===== config.mk =====
export PLATFORM = sky130hd
export DESIGN_NAME = lbp3_cfg_regs
export DESIGN_NICKNAME = d
export VERILOG_FILES = /design/src/design/assert_macros.svh /design/src/design/lbp3_pkg.sv /design/src/design/lbp3_cfg_regs.sv
export SDC_FILE = /design/constraint.sdc
export NUM_CORES = 1
export LEC_CHECK = 0
export ABC_CLOCK_PERIOD_IN_PS = 1400
export BUFFER_PORTS_ARGS = -buffer_cell sky130_fd_sc_hd__buf_2
export CORE_ASPECT_RATIO = 1.2
export CORE_MARGIN = 2
export CORE_UTILIZATION = 43
export CTS_CLUSTER_DIAMETER = 80
export CTS_CLUSTER_SIZE = 30
export DETAILED_ROUTE_END_ITERATION = 16
export PLACE_DENSITY = 0.8
export SYNTH_ARGS = -nofsm -noshare
export SYNTH_HDL_FRONTEND = slang
export SYNTH_SLANG_ARGS = --single-unit

===== constraint.sdc =====
create_clock -name clk -period 1.4 [get_ports clk]
set_clock_uncertainty 0.15 [all_clocks]
set_input_delay 0.21 -clock clk [delete_from_list [all_inputs] [get_ports clk]]
set_output_delay 0.21 -clock clk [all_outputs]
set_load 0.01 [all_outputs]

===== src/design/assert_macros.svh =====
// Assertion macros for the LBP 3x3 stream core.
// Uses the clk and rst_n names of the module that includes it.
`ifndef ASSERT_MACROS_SVH
`define ASSERT_MACROS_SVH

`ifndef NO_ASSERTIONS
// Check a property on every rising edge outside reset
`define LBP_ASSERT(lbl, prop, msg) \
  lbl: assert property (@(posedge clk) disable iff (!rst_n) prop) else $error(msg);
// Check that a condition never holds outside reset
`define LBP_ASSERT_NEVER(lbl, cond, msg) \
  lbl: assert property (@(posedge clk) disable iff (!rst_n) !(cond)) else $error(msg);
`else
`define LBP_ASSERT(lbl, prop, msg)
`define LBP_ASSERT_NEVER(lbl, cond, msg)
`endif

`endif


===== src/design/lbp3_pkg.sv =====
// Shared types and constants for the LBP 3x3 stream core.
// No dependencies; referenced by the interfaces and imported by all modules.
package lbp3_pkg;

  localparam int PIX_W  = 8;
  localparam int ROW_W  = 12;
  localparam int COL_W  = 11;
  localparam int CODE_W = 8;

  // Configuration register widths and limits
  localparam int CFG_WIDTH_W  = 12;
  localparam int CFG_HEIGHT_W = 13;
  localparam int CFG_THRESH_W = 10;
  localparam int CFG_AW       = 4;
  localparam int CFG_DW       = 32;

  localparam logic [CFG_WIDTH_W-1:0]  WIDTH_RESET  = 12'd640;
  localparam logic [CFG_HEIGHT_W-1:0] HEIGHT_RESET = 13'd480;
  localparam logic [CFG_THRESH_W-1:0] THRESH_RESET = 10'd0;
  localparam int WIDTH_MIN  = 3;
  localparam logic [CFG_HEIGHT_W-1:0] HEIGHT_MIN = 13'd3;
  localparam logic [CFG_HEIGHT_W-1:0] HEIGHT_MAX = 13'd4096;

  // Register word indexes on the configuration port
  typedef enum logic [1:0] {
    REG_WIDTH  = 2'd0,
    REG_HEIGHT = 2'd1,
    REG_THRESH = 2'd2
  } reg_idx_t;

  // Code bit positions, right then clockwise
  localparam int BIT_RIGHT       = 0;
  localparam int BIT_LOWER_RIGHT = 1;
  localparam int BIT_BELOW       = 2;
  localparam int BIT_LOWER_LEFT  = 3;
  localparam int BIT_LEFT        = 4;
  localparam int BIT_UPPER_LEFT  = 5;
  localparam int BIT_UP          = 6;
  localparam int BIT_UPPER_RIGHT = 7;

  typedef struct packed {
    logic [CFG_WIDTH_W-1:0]         image_width;
    logic [CFG_HEIGHT_W-1:0]        image_height;
    logic signed [CFG_THRESH_W-1:0] diff_threshold;
  } cfg_t;

  // Window control from the pipeline to the window unit
  typedef struct packed {
    logic shift;   // item leaves the compare stage this cycle
    logic border;  // pixel in row 0/1 or column 0/1: force code to zero
  } win_ctl_t;

endpackage


===== src/design/lbp3_cfg_regs.sv =====
// APB-style configuration registers: width, height and threshold.
// Depends on lbp3_pkg for cfg_t, reset values and register indexes.
module lbp3_cfg_regs (
  input  logic                         clk,
  input  logic                         rst_n,
  input  logic                         psel,
  input  logic                         penable,
  input  logic                         pwrite,
  input  logic [lbp3_pkg::CFG_AW-1:0]  paddr,
  input  logic [lbp3_pkg::CFG_DW-1:0]  pwdata,
  output logic [lbp3_pkg::CFG_DW-1:0]  prdata,
  output logic                         pready,
  output lbp3_pkg::cfg_t               cfg
);
  import lbp3_pkg::*;

  cfg_t     cfg_r;
  logic     wr_en;
  reg_idx_t idx;

  assign wr_en  = psel && penable && pwrite;
  assign idx    = reg_idx_t'(paddr[CFG_AW-1:2]);
  assign pready = 1'b1;

  // Write on the access cycle; unmapped words are ignored
  always_ff @(posedge clk) begin
    if (!rst_n) begin
      cfg_r.image_width    <= WIDTH_RESET;
      cfg_r.image_height   <= HEIGHT_RESET;
      cfg_r.diff_threshold <= THRESH_RESET;
    end else if (wr_en) begin
      unique case (idx)
        REG_WIDTH:  cfg_r.image_width    <= pwdata[CFG_WIDTH_W-1:0];
        REG_HEIGHT: cfg_r.image_height   <= pwdata[CFG_HEIGHT_W-1:0];
        REG_THRESH: cfg_r.diff_threshold <= pwdata[CFG_THRESH_W-1:0];
        default:    ;
      endcase
    end
  end

  // Read back
  always_comb begin
    unique case (idx)
      REG_WIDTH:  prdata = CFG_DW'(cfg_r.image_width);
      REG_HEIGHT: prdata = CFG_DW'(cfg_r.image_height);
      REG_THRESH: prdata = CFG_DW'(unsigned'(cfg_r.diff_threshold));
      default:    prdata = '0;
    endcase
  end

  assign cfg = cfg_r;

endmodule


==> metrics <==
Hold Path Depth=3; placed insts=approximately 320; Max Fanout on Critical Path=3; Synth Warn #=0; post-layout min period=between 1 and 1.5 ns; met2 WL=about 1800 µm; startpoint types=flip-flop; crit path capture type=primary output; post-route cell area=2300 µm²; RD Place Congestion=roughly 0.75; Lkg Pwr=around 1.1 nW; P&R area growth vs syn=27.6%; Pre-antenna DRT Iters=4; fmax=0.743 GHz; DRT iter0 DRCs=43; CTS tree=done; fin. max-slew vios=0; DR WL/cell=between 10 and 15 µm; PD cells=between 800 and 900 nW/µm²; M1 wire length=1810 µm; vias in the first global route=around 1300; Skew-Pair Late Insertion Delay=around 0.28 ns; Critical R2R Launch=cfg[32]; Setup CP Type=reg2out; setup bufs post-CTS=0; origin of the worst min-delay path=pwdata[12]; row count=25; register bit total from synthesis=35; Clock H-tree levels=2; register area share after synthesis=0.388; fin worst setup slack=~0.054 ns; max reg flops=35; die area=4730 µm²; final-report hold violation count=0; max_cap viols=0; crit share post-route=0.961; placed cell area=roughly 2200 µm²; largest net degree at the start of global routing=53; dpl ws=-0.0263 ns; vias per inst=between 4 and 5; global-route wire length before repair=between 6000 and 7000 µm; Antenna diodes=0; antenna violations before repair=0; RSZ-0062 raised after global routing=true; Hold Path Class=in2reg; status=finished clean; Post-CTS Hold Fix Bufs=0; R2R setup slack=slightly below 0.6 ns; fillers=395; Sink Count=35; DR top layer=met4; Crit path arrival time=~0.99 ns; Total GRT Usage=0.168; Reg clk slew, reported paths=about 0.070 ns; reg2reg end=cfg[32]; synthesized cell area=1810 µm²; Clock Path Buffers=2; Die Ht=75.0 µm; post-route insts no fill=about 330; Mean Syn Cell Area=about 9.0 µm²; CTS Buf Count=5; Die X=~63 µm; Min Hold Slack=roughly 0.016 ns; WL final=3950 µm; Cells after Synth=200; ANT nets after route=0; via count=approximately 1500; Req. time, crit path=roughly 1.0 ns; layout cell share with drive strength beyond 1=0.412; core area=~4000 µm²; met3 routed WL=between 200 and 250 µm; setup violators final=0; CTS root buf=clkbuf_8; dpl hpwl=approximately 2900 µm; IO Pins=109; port bufs=between 60 and 70; GR Overflow Total=0; Reg2Reg Depth=2; Starting Density=0.454; drc violations=0; nets@finish=approximately 310; VDD IR-drop max=roughly 540 µV; count of cell types in the netlist=20; hold-critical path endpoint=cfg[22]
power breakdown:
part | leakage, nW | internal, mW | total, mW | switching [mW]
Combinational | 0.816 | 0.107 | 0.247 | 0.140
Sequential | 0.286 | 1.01 | 1.02 | 0.00955
Clock | 0.0470 | 0.386 | 0.724 | 0.339
Total | 1.15 | 1.50 | 1.99 | 0.488
cell type report:
type / instances / area [µm²] / share of cell area
well taps: 54 / 67.6 / 0.0293
inverters: 1 / 3.75 / 0.00163
multi-input cells: 147 / 935 / 0.406
clock inverters: 1 / 5.00 / 0.00217
flip-flops and latches: 35 / 723 / 0.314
clock buffers: 6 / 82.6 / 0.0359
repair buffers: 82 / 487 / 0.211
metal layers:
layer,global-route usage,vias up
met3,0.0493,5
met1,0.206,685
met5,0,-
met2,0.284,59
met4,0.0593,0
li1,-,756
layout by cell type, fill, tap and decap left out, types with 2 or more instances in the layout:
master | Yosys | routed
o21ai_0 | 10 | 5
buf_4 | 21 | 10
nor2b_1 | 10 | 9
nand2_1 | 52 | 52
conb_1 | 2 | 20
o21ai_1 | 0 | 5
clkbuf_8 | 0 | 6
dfxtp_2 | 0 | 18
buf_2 | 3 | 66
mux2i_1 | 46 | 46
buf_6 | 3 | 3
buf_12 | 1 | 2
nor2_1 | 2 | 2
dfxtp_1 | 35 | 17
Yosys cell counts:
library cell / instances / area [µm²]
and3b_1: 1 / 8.76
buf_2: 3 / 15.0
buf_6: 3 / 33.8
nor3b_1: 1 / 7.51
nor2b_1: 10 / 62.6
conb_1: 2 / 7.51
or3_4: 1 / 11.3
inv_1: 1 / 3.75
buf_12: 1 / 20.0
dfxtp_1: 35 / 701
nand3_1: 1 / 5.00
o31ai_1: 1 / 7.51
nor2_1: 2 / 7.51
nand2_1: 52 / 195
nor3b_2: 1 / 12.5
clkbuf_1: 7 / 26.3
buf_4: 21 / 158
o211ai_2: 1 / 12.5
mux2i_1: 46 / 460
o21ai_0: 10 / 50.1
worst max path at each step:
stage,endpoint,cells after the start,startpoint
floorplan,cfg[12],4,pwrite
global placement,cfg[20],6,pwrite
detailed placement,cfg[11],6,pwrite
CTS,prdata[6],3,cfg[16]
global route,prdata[6],6,paddr[3]
finish,prdata[4],3,cfg[14]
cell families (layout without fill, tap and decap cells):
kind of cell,Yosys count,count (layout),share of synthesized area
and+or+nand+nor,69,69,0.172
DFF,35,35,0.388
other,2,20,0.00416
muxes,46,46,0.255
AOI/OAI and AO/OA,12,12,0.0388
buffers and inverters,36,90,0.142
stage by stage:
step                utilization  power, mW  setup TNS, ns
floorplan                     -       1.23              0
global placement          0.547       1.28              0
detailed placement        0.547       1.28        -0.0558
CTS                       0.569       2.02              0
global route              0.580       2.09        -0.0132
finish                    0.580       1.99              0
worst max-delay path: stages (launching register included):
cell and delay (ns):
dfxtp_2 0.34, mux2i_1 0.06, o21ai_0 0.15, buf_2 0.16
timing repair:
item,CTS,global route
gates resized for setup,2,27
endpoints found under the hold margin,0,0
pin swaps,0,1
endpoints found under the setup margin,2,10
cloned,0,0
(Power assumes the default switching activity.)
