==> config.mk <==
export PLATFORM = sky130hd
export DESIGN_NAME = lbp3_window
export DESIGN_NICKNAME = d
export VERILOG_FILES = /design/src/design/assert_macros.svh /design/src/design/lbp3_pkg.sv /design/src/design/lbp3_window.sv
export SDC_FILE = /design/constraint.sdc
export NUM_CORES = 1
export LEC_CHECK = 0
export BUFFER_PORTS_ARGS = -buffer_cell sky130_fd_sc_hd__buf_2
export CORE_AREA = 2 2 109 111
export DETAILED_ROUTE_END_ITERATION = 10
export DIE_AREA = 0 0 111 113
export GPL_TIMING_DRIVEN = 0
export PLACE_DENSITY = 0.73
export SLEW_MARGIN = 40
export SYNTH_ARGS = -nofsm -noshare
export SYNTH_HDL_FRONTEND = slang
export SYNTH_SLANG_ARGS = --single-unit
==> constraint.sdc <==
create_clock -name clk -period 4.5 [get_ports clk]
set_input_delay 0.225 -clock clk [delete_from_list [all_inputs] [get_ports clk]]
set_output_delay 0.225 -clock clk [all_outputs]
set_load 0.02 [all_outputs]
==> src/design/assert_macros.svh <==
// Assertion macros for the LBP 3x3 stream core.
// Uses the clk and rst_n names of the module that includes it.
`ifndef ASSERT_MACROS_SVH
`define ASSERT_MACROS_SVH

`ifndef NO_ASSERTIONS
// Check a property on every rising edge outside reset
`define LBP_ASSERT(lbl, prop, msg) \
  lbl: assert property (@(posedge clk) disable iff (!rst_n) prop) else $error(msg);
// Check that a condition never holds outside reset
`define LBP_ASSERT_NEVER(lbl, cond, msg) \
  lbl: assert property (@(posedge clk) disable iff (!rst_n) !(cond)) else $error(msg);
`else
`define LBP_ASSERT(lbl, prop, msg)
`define LBP_ASSERT_NEVER(lbl, cond, msg)
`endif

`endif

==> src/design/lbp3_pkg.sv <==
// Shared types and constants for the LBP 3x3 stream core.
// No dependencies; referenced by the interfaces and imported by all modules.
package lbp3_pkg;

  localparam int PIX_W  = 8;
  localparam int ROW_W  = 12;
  localparam int COL_W  = 11;
  localparam int CODE_W = 8;

  // Configuration register widths and limits
  localparam int CFG_WIDTH_W  = 12;
  localparam int CFG_HEIGHT_W = 13;
  localparam int CFG_THRESH_W = 10;
  localparam int CFG_AW       = 4;
  localparam int CFG_DW       = 32;

  localparam logic [CFG_WIDTH_W-1:0]  WIDTH_RESET  = 12'd640;
  localparam logic [CFG_HEIGHT_W-1:0] HEIGHT_RESET = 13'd480;
  localparam logic [CFG_THRESH_W-1:0] THRESH_RESET = 10'd0;
  localparam int WIDTH_MIN  = 3;
  localparam logic [CFG_HEIGHT_W-1:0] HEIGHT_MIN = 13'd3;
  localparam logic [CFG_HEIGHT_W-1:0] HEIGHT_MAX = 13'd4096;

  // Register word indexes on the configuration port
  typedef enum logic [1:0] {
    REG_WIDTH  = 2'd0,
    REG_HEIGHT = 2'd1,
    REG_THRESH = 2'd2
  } reg_idx_t;

  // Code bit positions, right then clockwise
  localparam int BIT_RIGHT       = 0;
  localparam int BIT_LOWER_RIGHT = 1;
  localparam int BIT_BELOW       = 2;
  localparam int BIT_LOWER_LEFT  = 3;
  localparam int BIT_LEFT        = 4;
  localparam int BIT_UPPER_LEFT  = 5;
  localparam int BIT_UP          = 6;
  localparam int BIT_UPPER_RIGHT = 7;

  typedef struct packed {
    logic [CFG_WIDTH_W-1:0]         image_width;
    logic [CFG_HEIGHT_W-1:0]        image_height;
    logic signed [CFG_THRESH_W-1:0] diff_threshold;
  } cfg_t;

  // Window control from the pipeline to the window unit
  typedef struct packed {
    logic shift;   // item leaves the compare stage this cycle
    logic border;  // pixel in row 0/1 or column 0/1: force code to zero
  } win_ctl_t;

endpackage

==> src/design/lbp3_window.sv <==
// 3x3 window registers and the neighbour-minus-centre compare.
// Depends on lbp3_pkg for widths, bit positions and win_ctl_t.
module lbp3_window (
  input  logic                              clk,
  input  logic                              rst_n,
  input  lbp3_pkg::win_ctl_t                ctl,
  input  logic [lbp3_pkg::PIX_W-1:0]        top,
  input  logic [lbp3_pkg::PIX_W-1:0]        mid,
  input  logic [lbp3_pkg::PIX_W-1:0]        px,
  input  logic signed [lbp3_pkg::CFG_THRESH_W-1:0] thresh,
  output logic [lbp3_pkg::CODE_W-1:0]       code
);
  import lbp3_pkg::*;

  // 0: top c-2, 1: top c-1, 2: mid c-2, 3: mid c-1 (centre), 4: bot c-2, 5: bot c-1
  logic [PIX_W-1:0] win_r [6];
  logic [PIX_W-1:0] ctr;
  logic [CODE_W-1:0] code_raw;

  function automatic logic ge_thresh(input logic [PIX_W-1:0] nb,
                                     input logic [PIX_W-1:0] c,
                                     input logic signed [CFG_THRESH_W-1:0] th);
    logic signed [CFG_THRESH_W:0] d;
    logic signed [CFG_THRESH_W:0] t;
    d = $signed({3'b000, nb}) - $signed({3'b000, c});
    t = {th[CFG_THRESH_W-1], th};
    return d >= t;
  endfunction

  // Shift the window one column as the item leaves
  always_ff @(posedge clk) begin
    if (!rst_n) begin
      for (int i = 0; i < 6; i++) begin
        win_r[i] <= '0;
      end
    end else if (ctl.shift) begin
      win_r[0] <= win_r[1];
      win_r[1] <= top;
      win_r[2] <= win_r[3];
      win_r[3] <= mid;
      win_r[4] <= win_r[5];
      win_r[5] <= px;
    end
  end

  assign ctr = win_r[3];

  // Form the pattern, right first and then clockwise
  always_comb begin
    code_raw                  = '0;
    code_raw[BIT_RIGHT]       = ge_thresh(mid, ctr, thresh);
    code_raw[BIT_LOWER_RIGHT] = ge_thresh(px, ctr, thresh);
    code_raw[BIT_BELOW]       = ge_thresh(win_r[5], ctr, thresh);
    code_raw[BIT_LOWER_LEFT]  = ge_thresh(win_r[4], ctr, thresh);
    code_raw[BIT_LEFT]        = ge_thresh(win_r[2], ctr, thresh);
    code_raw[BIT_UPPER_LEFT]  = ge_thresh(win_r[0], ctr, thresh);
    code_raw[BIT_UP]          = ge_thresh(win_r[1], ctr, thresh);
    code_raw[BIT_UPPER_RIGHT] = ge_thresh(top, ctr, thresh);
  end

  assign code = ctl.border ? '0 : code_raw;

endmodule

==> reports/metrics.cfg <==
[layout]
layout_commonest_cell=ha_1
antenna_cells=0
top_register=win_r
top_regs=win_r x48
final_nets=907
layout_common_cells=ha_1, and3_1, inv_1, edfxtp_1, buf_2
seq_area_mm2=0.00144
drive_above_1_share_pct=8.59
largest_register_ffs=48
area_growth_pct=10.8
multi_input_comb_area_mm2=0.00447
fillers=949

[yosys]
synthTopCellsByArea=ha_1, edfxtp_1, and3_1
ys.warnings.count=0
yosysTopAreaCellShare_pct=31.0
synth_cell_types=39
ys_ff_latch=48
synthesis.area_mm2=0.00614
synth_nets=850
yosysTopAreaCell=ha_1
synthCells=652
syn_area_per_cell_um2=9.42
yosysSeqAreaShare_pct=23.5

[setup_path]
cp-end-kind=output port
worstReg2RegStart=win_r[3][1]
ff2ff_path_depth=2
cp.required_ns=4.28
worstPathArrival_ns=4.01
cp-startpoint=win_r[3][1]
crit_type=register to output port
r2r_setup_slack_ns=3.44
worstPathMaxFanout=8
r2r-end=win_r[2][1]
cp-start-kind=register
crit_end=code[4]

[cts]
post_cts_resize_count=0
ctsHoldBuffers=0
numCtsBuffers=5
cts.sinks=48
h-tree-depth=2
clk_latency_ns=0.30
root_buffer=clkbuf_16
clockBufferDepth=2
clk_pin_slew_worst_paths_ns=0.07
cts_tree=built

[sta]
slew_headroom_pct=50.0
setup_slack_ns=0.263
hold_viol_final=0
finalSetupViolCount=0
min_period_over_period_pct=94.2
fmax_ghz=0.236
finClkSkew_ns=0.00816
rsz0062_at_grt=no
drv_slew=0
fin_crit_ns=4.24
tightest_slew_ns=0.731

[place]
numPortBuffers=43
gp_congestion=0.870
pre_cts_ws_ns=-0.170
hpwlAfterDp_um=12100

[power_and_ir_drop]
power_density_mw_per_mm2=316
ir_worst_vdd_mv=0.194
total_power_mw=2.15
leakage_nw=3.33

[run]
cap_violations=0

[global_route]
grt_start_max_net_pins=34
antenna_found_initial=0
grt_pass1_vias=5291
grt_pass1_wl_um=25700
grt.total_usage_pct=26.5
grt_overflow=0

[routing]
dr.pass1.iters=5
post-route-drc-count=0
wl_um=16500
viasPerCell=6.15
first_iter_violations=253
vias=5243
ant_nets=0
avgRoutedWirePerCell_um=19.4

[floorplan]
die_x_um=111
dieArea_mm2=0.0125
ios=46
die_h_um=113
start_util_pct=54.5
core_mm2=0.0113
num_rows=39

[hold_path]
hold_class=input pin to register

[outcome]
status=completed

[final cells by class]
cell class,count,area share (%)
Multi-Input combinational cell,540,65.7
Clock inverter,3,1.01
Inverter,54,2.98
Clock buffer,5,1.84
Timing Repair Buffer,50,4.12
Tap cell,143,2.63
Sequential cell,48,21.2
Buffer,10,0.552
[power breakdown]
part	internal [mW]	total, mW	switching (mW)
Combinational	0.485	1.10	0.614
Sequential	0.528	0.543	0.0154
Clock	0.321	0.509	0.188
[logic make-up (layout without fill, tap and decap cells)]
| logic type | after synthesis | after routing | synth area share, % |
|---|---|---|---|
| and+or+nand+nor | 187 | 187 | 16.5 |
| DFF | 48 | 48 | 23.5 |
| adders and majority gates | 160 | 160 | 33.6 |
| buffers and inverters | 64 | 122 | 3.91 |
| AOI/OAI and AO/OA | 151 | 151 | 16.6 |
| xor gates and xnor gates | 42 | 42 | 5.99 |
[layer usage]
layer / GRT usage (%) / wire, um
met1: 34.5 / 7300
met2: 45.9 / 7720
met3: 2.84 / 994
met4: 9.42 / 489
met5: 0 / 0
[cell usage after synthesis]
cell         n
o211a_1      1
clkbuf_1    10
nand3b_1     2
nand3_1     14
o21ai_0     22
xor2_1       8
and3_1      55
a2111oi_0    6
a21o_1      13
or2_2        1
a211oi_2     1
inv_1       54
o21bai_1     6
a211oi_1     5
nor3_1      16
a21oi_1     37
nand2_1     19
o21ai_1      3
or3_1        6
and2_1       5
o31a_1       3
o31ai_1      5
nand2b_1    10
edfxtp_1    48
nor2b_1     21
and4_1       1
fa_1         8
o2111ai_1    5
nor3b_1      3
o41a_1       4
ha_1       152
nor2_1      32
o211ai_1     7
a31oi_1     10
nand4_1      2
xnor2_1     34
o21a_1      18
a221oi_1     3
a2111o_1     2
[critical path, stage by stage (launching register included)]
cell and delay [ns]:
edfxtp_1 0.41, inv_1 0.42, ha_1 0.32, nor2b_1 0.14, o31a_1 0.27, o21a_1 0.18
nor2_1 0.11, xnor2_1 0.09, ha_1 0.31, and3_1 0.17, nand3_1 0.08, o211ai_1 0.18
a21oi_1 0.09, a2111oi_0 0.66, buf_2 0.29
[stage by stage]
| step | hold WS [ns] | cell area, um2 | std cells | utilization, % | TNS, ns |
|---|---|---|---|---|---|
| 3_5_place_dp | 0.556 | 6560 | 839 | 58.2 | -0.170 |
| 6_report | 0.252 | 6800 | 853 | 60.4 | 0 |
| 5_1_grt | 0.261 | 6800 | 853 | 60.4 | 0 |
| 3_3_place_gp | 0.549 | 6540 | 838 | 58.0 | -0.0828 |
| 2_1_floorplan | 0.448 | 6140 | 652 | - | 0 |
| 4_1_cts | 0.250 | 6770 | 848 | 60.0 | 0 |
[worst min path at each step]
stage	start	endpoint	slack, ns	cells after the start
final	mid[0]	win_r[3][0]	0.25	2
after floorplan	top[0]	win_r[1][0]	0.45	1
after CTS	mid[0]	win_r[3][0]	0.25	2
after global routing	mid[0]	win_r[3][0]	0.26	2
after detailed placement	mid[0]	win_r[3][0]	0.56	2
after global placement	mid[0]	win_r[3][0]	0.55	2
[repair_timing]
item / in CTS / in global routing
buffers inserted: 1 / 5
setup endpoints to repair: 4 / 2
pin swaps: 0 / 0
Note: power is estimated with default switching activity, not from simulation.
